===== src/design/hba_pkg.sv =====
`default_nettype none

package hba_pkg;

    // handle space and field widths
    localparam int HANDLE_SPACE = 65536;
    localparam int HANDLE_W     = 16;
    localparam int BASE_W       = 17;

    // command codes carried in the input tuser
    localparam logic [1:0] MODE_RESERVE       = 2'd0;
    localparam logic [1:0] MODE_FREE          = 2'd1;
    localparam logic [1:0] MODE_LOOKUP_HANDLE = 2'd2;
    localparam logic [1:0] MODE_LOOKUP_DEVICE = 2'd3;

    // result status codes
    localparam logic [1:0] STATUS_OK        = 2'd0;
    localparam logic [1:0] STATUS_NOT_FOUND = 2'd1;
    localparam logic [1:0] STATUS_COUNT     = 2'd2;

    // owner kinds for handle lookup
    localparam logic [1:0] KIND_UNOWNED = 2'd0;
    localparam logic [1:0] KIND_SYSTEM  = 2'd1;
    localparam logic [1:0] KIND_DEVICE  = 2'd2;

    // one entry of the block table
    typedef struct packed {
        logic                in_use;
        logic [HANDLE_W-1:0] owner;
    } tbl_entry_t;

    // allocator control states
    typedef enum logic [2:0] {
        ST_CLEAR,
        ST_IDLE,
        ST_SCAN,
        ST_SEEK,
        ST_HREAD,
        ST_DONE
    } state_t;

endpackage

`default_nettype wire


===== src/design/handle_block_allocator_unit.sv =====
`default_nettype none

// channel   | signals                                  | transaction
// ----------+------------------------------------------+-------------------------------
// s_axis    | tvalid tready tdata[47:0] tuser[1:0]     | one command (mode in tuser)
// m_axis    | tvalid tready tdata[55:0] tuser[1:0]     | one result (status in tuser)
//
// every command gives exactly one result; one command is worked on at a time
// reserve, free and device lookup walk the block table from block 1, one read
// a cycle on the table's single read port; handle lookup steps a running base
// one block a cycle; after reset a clearing pass writes every table entry,
// with s_axis_tready low; a stalled result waits in the output register and
// the next command is taken meanwhile, held only at its own finish

module handle_block_allocator_unit
    import hba_pkg::*;
#(
    parameter int BLOCK_SIZE = 256
)
(
    input  wire logic        clk,
    input  wire logic        rst_n,
    input  wire logic        s_axis_tvalid,
    output logic             s_axis_tready,
    input  wire logic [47:0] s_axis_tdata,  // device_id, handle, request_count
    input  wire logic [1:0]  s_axis_tuser,  // mode
    output logic             m_axis_tvalid,
    input  wire logic        m_axis_tready,
    output logic [55:0]      m_axis_tdata,  // range_start, range_end, owner_kind,
                                            // owner_device, zero pad
    output logic [1:0]       m_axis_tuser   // status
);

    localparam int NUM_BLOCKS = HANDLE_SPACE / BLOCK_SIZE;
    localparam int ADDR_W     = $clog2(NUM_BLOCKS);
    localparam int IDX_W      = $clog2(NUM_BLOCKS + 1);

    localparam logic [IDX_W-1:0]    NUM_IDX   = IDX_W'(NUM_BLOCKS);
    localparam logic [ADDR_W-1:0]   LAST_ADDR = ADDR_W'(NUM_BLOCKS - 1);
    localparam logic [BASE_W-1:0]   BS_STEP   = BASE_W'(BLOCK_SIZE);
    localparam logic [HANDLE_W-1:0] SPAN      = HANDLE_W'(BLOCK_SIZE - 1);

    // input fields
    logic [1:0]          in_mode;
    logic [HANDLE_W-1:0] in_device_id;
    logic [HANDLE_W-1:0] in_handle;
    logic [HANDLE_W-1:0] in_request_count;

    assign in_mode          = s_axis_tuser;
    assign in_device_id     = s_axis_tdata[15:0];
    assign in_handle        = s_axis_tdata[31:16];
    assign in_request_count = s_axis_tdata[47:32];

    // control state
    state_t              state_reg, state_next;
    logic [ADDR_W-1:0]   clr_idx_reg, clr_idx_next;
    logic                chk_vld_reg, chk_vld_next;
    logic                out_vld_reg, out_vld_next;

    // command and walk registers
    logic [1:0]          mode_reg, mode_next;
    logic [HANDLE_W-1:0] dev_reg, dev_next;
    logic [HANDLE_W-1:0] handle_reg, handle_next;
    logic [IDX_W-1:0]    rd_idx_reg, rd_idx_next;
    logic [BASE_W-1:0]   rd_base_reg, rd_base_next;
    logic [ADDR_W-1:0]   chk_idx_reg, chk_idx_next;
    logic [BASE_W-1:0]   chk_base_reg, chk_base_next;

    // finished result waiting for the output register
    logic [1:0]          res_status_reg, res_status_next;
    logic [HANDLE_W-1:0] res_start_reg, res_start_next;
    logic [1:0]          res_kind_reg, res_kind_next;
    logic [HANDLE_W-1:0] res_dev_reg, res_dev_next;

    // output register
    logic [1:0]          out_status_reg, out_status_next;
    logic [HANDLE_W-1:0] out_start_reg, out_start_next;
    logic [HANDLE_W-1:0] out_end_reg, out_end_next;
    logic [1:0]          out_kind_reg, out_kind_next;
    logic [HANDLE_W-1:0] out_dev_reg, out_dev_next;

    // table ports
    logic                tbl_rd_en;
    logic [ADDR_W-1:0]   tbl_rd_addr;
    tbl_entry_t          tbl_rd_data;
    logic                tbl_wr_en;
    logic [ADDR_W-1:0]   tbl_wr_addr;
    tbl_entry_t          tbl_wr_data;

    logic                scan_hit;
    logic                seek_stop;
    logic                load_out;

    hba_table #(
        .ADDR_W (ADDR_W),
        .DEPTH  (NUM_BLOCKS)
    ) u_table (
        .clk     (clk),
        .rd_en   (tbl_rd_en),
        .rd_addr (tbl_rd_addr),
        .rd_data (tbl_rd_data),
        .wr_en   (tbl_wr_en),
        .wr_addr (tbl_wr_addr),
        .wr_data (tbl_wr_data)
    );

    // reserve looks for an empty block, free and device lookup for an owned one
    always_comb
    begin
        if (mode_reg == MODE_RESERVE)
        begin
            scan_hit = !tbl_rd_data.in_use;
        end
        else
        begin
            scan_hit = tbl_rd_data.in_use && (tbl_rd_data.owner == dev_reg);
        end
    end

    // handle lies below the end of the block at the running base
    assign seek_stop = ({1'b0, handle_reg} < (rd_base_reg + BS_STEP));

    always_comb
    begin
        state_next      = state_reg;
        clr_idx_next    = clr_idx_reg;
        chk_vld_next    = 1'b0;
        mode_next       = mode_reg;
        dev_next        = dev_reg;
        handle_next     = handle_reg;
        rd_idx_next     = rd_idx_reg;
        rd_base_next    = rd_base_reg;
        chk_idx_next    = chk_idx_reg;
        chk_base_next   = chk_base_reg;
        res_status_next = res_status_reg;
        res_start_next  = res_start_reg;
        res_kind_next   = res_kind_reg;
        res_dev_next    = res_dev_reg;
        s_axis_tready   = 1'b0;
        load_out        = 1'b0;
        tbl_rd_en       = 1'b0;
        tbl_rd_addr     = rd_idx_reg[ADDR_W-1:0];
        tbl_wr_en       = 1'b0;
        tbl_wr_addr     = chk_idx_reg;
        tbl_wr_data     = '0;

        unique case (state_reg)
            ST_CLEAR:
            begin
                tbl_wr_en    = 1'b1;
                tbl_wr_addr  = clr_idx_reg;
                clr_idx_next = clr_idx_reg + 1'b1;
                if (clr_idx_reg == LAST_ADDR)
                begin
                    state_next = ST_IDLE;
                end
            end

            ST_IDLE:
            begin
                s_axis_tready = 1'b1;
                if (s_axis_tvalid)
                begin
                    mode_next       = in_mode;
                    dev_next        = in_device_id;
                    handle_next     = in_handle;
                    res_kind_next   = KIND_UNOWNED;
                    res_dev_next    = '0;
                    res_status_next = STATUS_OK;
                    res_start_next  = '0;
                    if (in_mode == MODE_LOOKUP_HANDLE)
                    begin
                        rd_idx_next  = '0;
                        rd_base_next = '0;
                        state_next   = ST_SEEK;
                    end
                    else if ((in_mode == MODE_RESERVE)
                             && ({1'b0, in_request_count} >= BS_STEP))
                    begin
                        res_status_next = STATUS_COUNT;
                        state_next      = ST_DONE;
                    end
                    else
                    begin
                        // block 0 belongs to the system, walk starts at 1
                        rd_idx_next  = IDX_W'(1);
                        rd_base_next = BS_STEP;
                        state_next   = ST_SCAN;
                    end
                end
            end

            ST_SCAN:
            begin
                // issue the next read while checking the previous one
                if (rd_idx_reg != NUM_IDX)
                begin
                    tbl_rd_en     = 1'b1;
                    rd_idx_next   = rd_idx_reg + 1'b1;
                    rd_base_next  = rd_base_reg + BS_STEP;
                    chk_vld_next  = 1'b1;
                    chk_idx_next  = rd_idx_reg[ADDR_W-1:0];
                    chk_base_next = rd_base_reg;
                end
                if (chk_vld_reg)
                begin
                    if (scan_hit)
                    begin
                        chk_vld_next   = 1'b0;
                        res_start_next = chk_base_reg[HANDLE_W-1:0];
                        state_next     = ST_DONE;
                        if (mode_reg == MODE_RESERVE)
                        begin
                            tbl_wr_en   = 1'b1;
                            tbl_wr_data = '{in_use: 1'b1, owner: dev_reg};
                        end
                        else if (mode_reg == MODE_FREE)
                        begin
                            tbl_wr_en = 1'b1;
                        end
                    end
                    else if (chk_idx_reg == LAST_ADDR)
                    begin
                        chk_vld_next    = 1'b0;
                        res_status_next = STATUS_NOT_FOUND;
                        state_next      = ST_DONE;
                    end
                end
            end

            ST_SEEK:
            begin
                if (seek_stop)
                begin
                    res_start_next = rd_base_reg[HANDLE_W-1:0];
                    if (rd_idx_reg == '0)
                    begin
                        res_kind_next = KIND_SYSTEM;
                        state_next    = ST_DONE;
                    end
                    else if (rd_idx_reg == NUM_IDX)
                    begin
                        // tail beyond the last whole block
                        state_next = ST_DONE;
                    end
                    else
                    begin
                        tbl_rd_en  = 1'b1;
                        state_next = ST_HREAD;
                    end
                end
                else
                begin
                    rd_idx_next  = rd_idx_reg + 1'b1;
                    rd_base_next = rd_base_reg + BS_STEP;
                end
            end

            ST_HREAD:
            begin
                if (tbl_rd_data.in_use)
                begin
                    res_kind_next = KIND_DEVICE;
                    res_dev_next  = tbl_rd_data.owner;
                end
                state_next = ST_DONE;
            end

            ST_DONE:
            begin
                if (!out_vld_reg || m_axis_tready)
                begin
                    load_out   = 1'b1;
                    state_next = ST_IDLE;
                end
            end

            default:
            begin
                state_next = ST_IDLE;
            end
        endcase
    end

    // output register, range start and end only on success
    always_comb
    begin
        out_vld_next    = out_vld_reg && !m_axis_tready;
        out_status_next = out_status_reg;
        out_start_next  = out_start_reg;
        out_end_next    = out_end_reg;
        out_kind_next   = out_kind_reg;
        out_dev_next    = out_dev_reg;
        if (load_out)
        begin
            out_vld_next    = 1'b1;
            out_status_next = res_status_reg;
            out_kind_next   = res_kind_reg;
            out_dev_next    = res_dev_reg;
            if (res_status_reg == STATUS_OK)
            begin
                out_start_next = res_start_reg;
                out_end_next   = res_start_reg + SPAN;
            end
            else
            begin
                out_start_next = '0;
                out_end_next   = '0;
            end
        end
    end

    always_ff @(posedge clk or negedge rst_n)
    begin
        if (!rst_n)
        begin
            state_reg   <= ST_CLEAR;
            clr_idx_reg <= '0;
            chk_vld_reg <= 1'b0;
            out_vld_reg <= 1'b0;
        end
        else
        begin
            state_reg   <= state_next;
            clr_idx_reg <= clr_idx_next;
            chk_vld_reg <= chk_vld_next;
            out_vld_reg <= out_vld_next;
        end
    end

    always_ff @(posedge clk)
    begin
        mode_reg       <= mode_next;
        dev_reg        <= dev_next;
        handle_reg     <= handle_next;
        rd_idx_reg     <= rd_idx_next;
        rd_base_reg    <= rd_base_next;
        chk_idx_reg    <= chk_idx_next;
        chk_base_reg   <= chk_base_next;
        res_status_reg <= res_status_next;
        res_start_reg  <= res_start_next;
        res_kind_reg   <= res_kind_next;
        res_dev_reg    <= res_dev_next;
        out_status_reg <= out_status_next;
        out_start_reg  <= out_start_next;
        out_end_reg    <= out_end_next;
        out_kind_reg   <= out_kind_next;
        out_dev_reg    <= out_dev_next;
    end

    assign m_axis_tvalid = out_vld_reg;
    assign m_axis_tuser  = out_status_reg;
    assign m_axis_tdata  = {6'd0, out_dev_reg, out_kind_reg, out_end_reg, out_start_reg};

endmodule

`default_nettype wire


===== src/design/hba_table.sv =====
`default_nettype none

module hba_table
    import hba_pkg::*;
#(
    parameter int ADDR_W = 8,
    parameter int DEPTH  = 256
)
(
    input  wire logic              clk,
    input  wire logic              rd_en,
    input  wire logic [ADDR_W-1:0] rd_addr,
    output tbl_entry_t             rd_data,
    input  wire logic              wr_en,
    input  wire logic [ADDR_W-1:0] wr_addr,
    input  wire tbl_entry_t        wr_data
);

    tbl_entry_t mem [DEPTH];
    tbl_entry_t rd_data_reg;

    always_ff @(posedge clk)
    begin
        if (wr_en)
        begin
            mem[wr_addr] <= wr_data;
        end
    end

    // registered read, enabled by rd_en
    always_ff @(posedge clk)
    begin
        if (rd_en)
        begin
            rd_data_reg <= mem[rd_addr];
        end
    end

    assign rd_data = rd_data_reg;

endmodule

`default_nettype wire


===== config.mk =====
export PLATFORM = sky130hd
export DESIGN_NAME = handle_block_allocator_unit
export DESIGN_NICKNAME = d
export VERILOG_FILES = /design/src/design/hba_pkg.sv /design/src/design/handle_block_allocator_unit.sv /design/src/design/hba_table.sv
export SDC_FILE = /design/constraint.sdc
export NUM_CORES = 2
export LEC_CHECK = 0
export BUFFER_PORTS_ARGS = -buffer_cell sky130_fd_sc_hd__buf_2
export CORE_ASPECT_RATIO = 1.75
export CORE_MARGIN = 3
export CORE_UTILIZATION = 55
export DETAILED_ROUTE_END_ITERATION = 10
export GPL_ROUTABILITY_DRIVEN = 0
export PLACE_DENSITY = 0.75
export SLEW_MARGIN = 10
export SYNTH_ARGS = -nofsm -noshare
export SYNTH_HDL_FRONTEND = slang
export SYNTH_MEMORY_MAX_BITS = 65536
export SYNTH_SLANG_ARGS = --single-unit

===== constraint.sdc =====
create_clock -name clk -period 10.3 [get_ports clk]
set_input_delay 2.06 -clock clk [delete_from_list [all_inputs] [get_ports clk]]
set_output_delay 2.06 -clock clk [all_outputs]
set_load 0.02 [all_outputs]

Yosys cells after proc, flatten, opt, wreduce, memory -nomap -nowiden
Memories as Yosys holds them, arrays and structs flattened. A register that Yosys moved wholly into a read port is not among the register bits.
Index checks and enable logic that the tools add are counted.
{"block": "op_classes", "n_eq_ne": 26, "muxes": 69, "magnitude_cmp": 2, "n_addsub": 4, "reduce_logical": 24}
{"op": "two-way mux 17 bit", "count": 9}
{"op": "two-way mux 16 bit", "count": 5}
{"op": "case mux 17 bit (3 select lines)", "count": 1}
{"op": "case mux 16 bit (3 select lines)", "count": 1}
{"op": "two-way mux 9 bit", "count": 5}
{"op": "case mux 16 bit (2 select lines)", "count": 1}
{"op": "two-way mux 3 bit", "count": 9}
{"op": "case mux 9 bit (3 select lines)", "count": 1}
{"op": "inequality test 2 bit (second input constant)", "count": 11}
{"op": "two-way mux 1 bit", "count": 21}
{"op": "two-way mux 2 bit", "count": 10}
{"op": "AND reduction 5 bit", "count": 4}
{"op": "case mux 3 bit (6 select lines)", "count": 1}
{"op": "adder 17 x 9 -> 17 bit (second input constant)", "count": 1}
{"op": "less-than comparator 16 x 17 -> 1 bit", "count": 1}
{"op": "adder 16 x 8 -> 16 bit (second input constant)", "count": 1}
{"op": "== test 16 bit", "count": 1}
{"op": "== test 8 bit (second input constant)", "count": 2}
{"op": ">= comparator 16 x 9 -> 1 bit (second input constant)", "count": 1}
{"op": "adder 9 x 1 -> 9 bit (second input constant)", "count": 1}
{"op": "== test 9 bit (second input constant)", "count": 1}
{"op": "logical NOT 9 bit", "count": 1}
{"op": "inequality test 9 bit (second input constant)", "count": 1}
{"op": "adder 8 x 1 -> 8 bit (second input constant)", "count": 1}
{"op": "other kinds (21)", "count": 34}
{"block": "word_totals", "ramBits": 4352, "word_cells": 146, "out_inout_bits": 60, "inputBits": 54, "n_memories": 1, "reg_bits": 185}
{"name": "u_table.mem", "depth": 256, "width": 17, "rd": 1, "rd_ports_with_merged_regs": 1, "write_ports": 1, "line": "hba_table.sv:19", "source": "tbl_entry_t mem [DEPTH];"}

Depth between registers and ports, before layout
{"block": "depth", "depth_word": 8, "depth_mapped": 12, "depth_no_buf": 11}

By module
From an unflattened synthesis, not the netlist that was laid out.
{"block": "hier_totals", "hier_cells": 8235, "hier_area_um2": 175704.8}
{"mod": "hba_table", "cells_per_inst": 7797, "seq_area_each_um2": 131195.8, "n_inst": 1, "area_per_inst_um2": 169874.2}
{"mod": "handle_block_allocator_unit", "cells_per_inst": 438, "seq_area_each_um2": 3838.7, "n_inst": 1, "area_per_inst_um2": 5830.6}

Worst setup path after synthesis
No wires, ideal clock.
{"block": "synth_timing", "path_type": "register -> register", "start": "register state_reg[2]", "end": "memory u_table.mem[0][11] (netlist name), data pin", "stages_incl_launch_ff": 9, "t_required_ps": 9433, "arrival_ps": 8890, "synth_period_minus_slack_ps": 9757, "setup_ps": 867, "setup_slack_ps": 543, "cell_sequence": "dfrtp_1 > buf_2 > nand2b_1 > clkbuf_1 > nor2_4 > and3_1 > clkbuf_1 > clkbuf_1 > and2_1"}
{"element": "from (decl)", "line": "handle_block_allocator_unit.sv:55", "source": "state_t state_reg, state_next;"}
{"element": "from (signal assigned)", "line": "handle_block_allocator_unit.sv:324", "source": "state_reg <= state_next;"}
{"element": "to (decl)", "line": "hba_table.sv:19"}

==> impl_metrics.py <==
metrics = {
    "outcome": {
        "status": "completed",
    },
    "placed_design": {
        "io_buffers": 83,
        "hpwl_um": 247000,
    },
    "worst_setup_path": {
        "path_buf_inv": 2,
        "crit_required_ns": 10.82,
        "crit_fanout": 100,
        "critPathTopFamily": "simple AND/OR/NAND/NOR gates",
        "setup.worst_path.class": "flip-flop to flip-flop",
        "cp_common_cell": "buf_4",
        "start_kind": "flip-flop",
        "cp_slowest_stage_delay_ns": 0.98,
        "crit_slowest_cell": "buf_4",
        "worstPathCellList": "nand2b_1, nor2_4, and3_4, buf_4, and2_4, buf_4",
        "end_kind": "flip-flop",
        "worstPathArrival_ns": 6.60,
    },
    "sta": {
        "fin_crit_sh_pct": 59.1,
        "rsz0062_at_grt": "no",
        "max_slew_margin_pct": 10.3,
        "setup-tns-final_ns": 0,
        "maxSlewViolCount": 0,
        "hold_viol_final": 0,
        "fmax_mhz": 164,
        "setup_viol": 0,
        "tightest_slew_ns": 1.34,
        "worst_clock_skew_ns": 0.0289,
        "period_needed_ns": 6.09,
    },
    "clock_network": {
        "cts_tree": "done",
        "cts_hold_buf": 0,
        "clockBufferDepth": 4,
        "cts_resized": 0,
        "cts_made_buffers": 357,
        "clk_pin_slew_ns": 0.07,
        "clkSinkCount": 4499,
        "clock_latency_ns": 0.90,
        "cts_setup_buffers": 0,
        "htree_levels": 5,
        "cts_root_buffer": "clkbuf_16",
    },
    "detailed_routing": {
        "num_vias": 83745,
        "drc": 0,
        "drt_pass1_iterations": 6,
        "ant_nets": 0,
        "wl_per_cell_um": 34.7,
        "drtIter0Drc": 11820,
        "viasPerCell": 6.77,
        "routed_wl_um": 430000,
    },
    "logic_synthesis": {
        "async_flop_share_pct": 0.289,
        "synth.avg_cell_area_um2": 22.5,
        "synth_cell_type_count": 58,
        "synth_seq_cells": 4499,
        "synthCells": 7607,
        "seq_area_frac_synth_pct": 78.8,
        "synth-edff-count": 4486,
        "synth_area_um2": 171000,
        "yosys_warnings": 0,
        "dominantRegCellSynth": "edfxtp_1",
    },
    "worst_hold_path": {
        "hold_path.class": "flip-flop to flip-flop",
    },
    "power": {
        "powerDensity_nw_per_um2": 217,
        "vdd_drop_max_mv": 0.170,
        "leakagePower_nw": 49.0,
    },
    "die": {
        "initial_core_util_pct": 55.4,
        "coreArea_um2": 309000,
        "die_h_um": 744,
        "die_x_um": 428,
        "io_pins": 114,
        "num_rows": 270,
        "die_area_um2": 319000,
    },
    "run": {
        "max_cap_violations": 0,
    },
    "final_layout": {
        "num-nets-final": 8057,
        "synthToLayoutAreaGrowth_pct": 10.7,
        "largest_register_ffs": 4352,
        "drive_gt1_share_pct": 25.9,
        "fill_cells": 20164,
        "finish.utilization_pct": 61.3,
    },
    "global_route": {
        "antenna_found_initial": 24,
        "grt_max_degree": 193,
        "grt_pass1_vias": 84988,
        "grt_pass1_wl_um": 617000,
        "track_usage_pct": 26.9,
        "overflow": 0,
    },
}
cell type report:
type	count	area [um2]	area share [%]
Tap cell	4080	5100	2.69
Antenna cell	22	55.1	0.0290
Timing Repair Buffer	489	3840	2.02
Sequential cell	4499	135000	71.2
Clock buffer	426	9390	4.95
Clock inverter	212	2080	1.09
Multi-Input combinational cell	2633	34200	18.0
Inverter	11	41.3	0.0218
report_power, final:
| part | total (mW) | internal (mW) | switching [mW] |
|---|---|---|---|
| logic | 6.97 | 2.18 | 4.79 |
| registers | 20.5 | 20.3 | 0.199 |
| clock network | 13.7 | 7.47 | 6.25 |
| total | 41.2 | 29.9 | 11.2 |
Yosys cell counts (2+ instances only):
| cell | instances | area share [%] |
|---|---|---|
| a211oi_1 | 5 | 0.022 |
| nand3b_1 | 30 | 0.13 |
| clkinv_1 | 2 | 0.0044 |
| mux4_2 | 1081 | 14 |
| a311oi_1 | 2 | 0.010 |
| a31o_2 | 2 | 0.010 |
| ha_1 | 12 | 0.088 |
| buf_6 | 43 | 0.28 |
| nor2_1 | 302 | 0.66 |
| o221ai_1 | 2 | 0.010 |
| o22ai_1 | 25 | 0.091 |
| nor2b_1 | 6 | 0.022 |
| and2_1 | 49 | 0.18 |
| clkbuf_1 | 212 | 0.46 |
| a31oi_1 | 2 | 0.0073 |
| a22o_1 | 4 | 0.020 |
| inv_1 | 9 | 0.020 |
| nand2b_1 | 7 | 0.026 |
| buf_4 | 67 | 0.29 |
| xor2_1 | 13 | 0.066 |
| or3_1 | 5 | 0.018 |
| o211ai_1 | 3 | 0.013 |
| o21ai_0 | 17 | 0.050 |
| buf_2 | 97 | 0.28 |
| o21a_1 | 2 | 0.0088 |
| xnor2_1 | 24 | 0.12 |
| a22oi_1 | 498 | 2.2 |
| edfxtp_1 | 4486 | 79 |
| nand2_1 | 64 | 0.14 |
| dfrtp_1 | 13 | 0.19 |
| nor4_1 | 36 | 0.13 |
| a2111oi_0 | 7 | 0.036 |
| a21o_1 | 5 | 0.022 |
| a221oi_1 | 14 | 0.072 |
| o31ai_1 | 5 | 0.022 |
| o41ai_1 | 28 | 0.14 |
| nor3_1 | 15 | 0.044 |
| a21oi_1 | 259 | 0.76 |
| buf_1 | 58 | 0.13 |
| and3_1 | 2 | 0.0073 |
| mux2i_1 | 35 | 0.20 |
| nand4_1 | 12 | 0.044 |
| or2_2 | 2 | 0.0073 |
| nand3_1 | 28 | 0.082 |
| or4_1 | 4 | 0.018 |
per-stage QoR:
stage	setup WS (ns)	cell area, um2	hold WS, ns	power [mW]	cells
floorplan	0.543	171000	0.400	24.9	7620
global placement	4.33	178000	0.405	27.6	11708
detailed placement	4.35	178000	0.405	27.7	11708
CTS	4.34	190000	0.416	41.2	12346
global route	3.98	190000	0.427	42.2	12354
finish	4.21	190000	0.416	41.2	12372
final timing paths:
path / from / to / slack [ns] / cells after the start
min: res_dev_reg[4] / out_dev_reg[4] / 0.42 / 0
min reg2reg: res_dev_reg[4] / out_dev_reg[4] / 0.42 / 0
max: state_reg[2] / u_table.mem[65][15] / 4.21 / 6
max reg2reg: state_reg[2] / u_table.mem[65][15] / 4.21 / 6
min in group asynchronous: rst_n / state_reg[2] / 1.11 / 1
max in group asynchronous: rst_n / clr_idx_reg[5] / 8.88 / 1
cells by family after synthesis:
family	synth area share [%]
muxes	14.4
AOI/OAI and AO/OA	3.51
xor gates and xnor gates	0.189
DFF	78.8
and+or+nand+nor	1.54
adders and majority gates	0.0876
buffers and inverters	1.47
other	0.00219
per-layer routing:
| metal | wire length, um | vias up | track usage, % |
|---|---|---|---|
| li1 | - | 33072 | - |
| met1 | 139000 | 44127 | 33.0 |
| met2 | 219000 | 5481 | 45.1 |
| met3 | 39900 | 1061 | 4.35 |
| met4 | 32200 | 4 | 17.3 |
| met5 | 59 | - | 0 |
placed cells by master, fill, tap and decap left out, types with 19 or more instances in the layout:
cell	count
and2_1	32
clkbuf_1	59
a22oi_1	498
clkbuf_16	366
o41ai_1	26
a21oi_1	259
nor4_1	27
diode_2	22
mux4_2	1081
clkinv_1	78
buf_4	378
nor2_1	294
bufinv_16	37
o22ai_1	25
buf_2	83
mux2i_1	35
xnor2_1	24
nand3b_1	30
buf_12	25
nand2_1	62
clkinvlp_4	19
edfxtp_1	4486
clkinv_2	58
No activity file was read; power rests on OpenSTA's default activity.
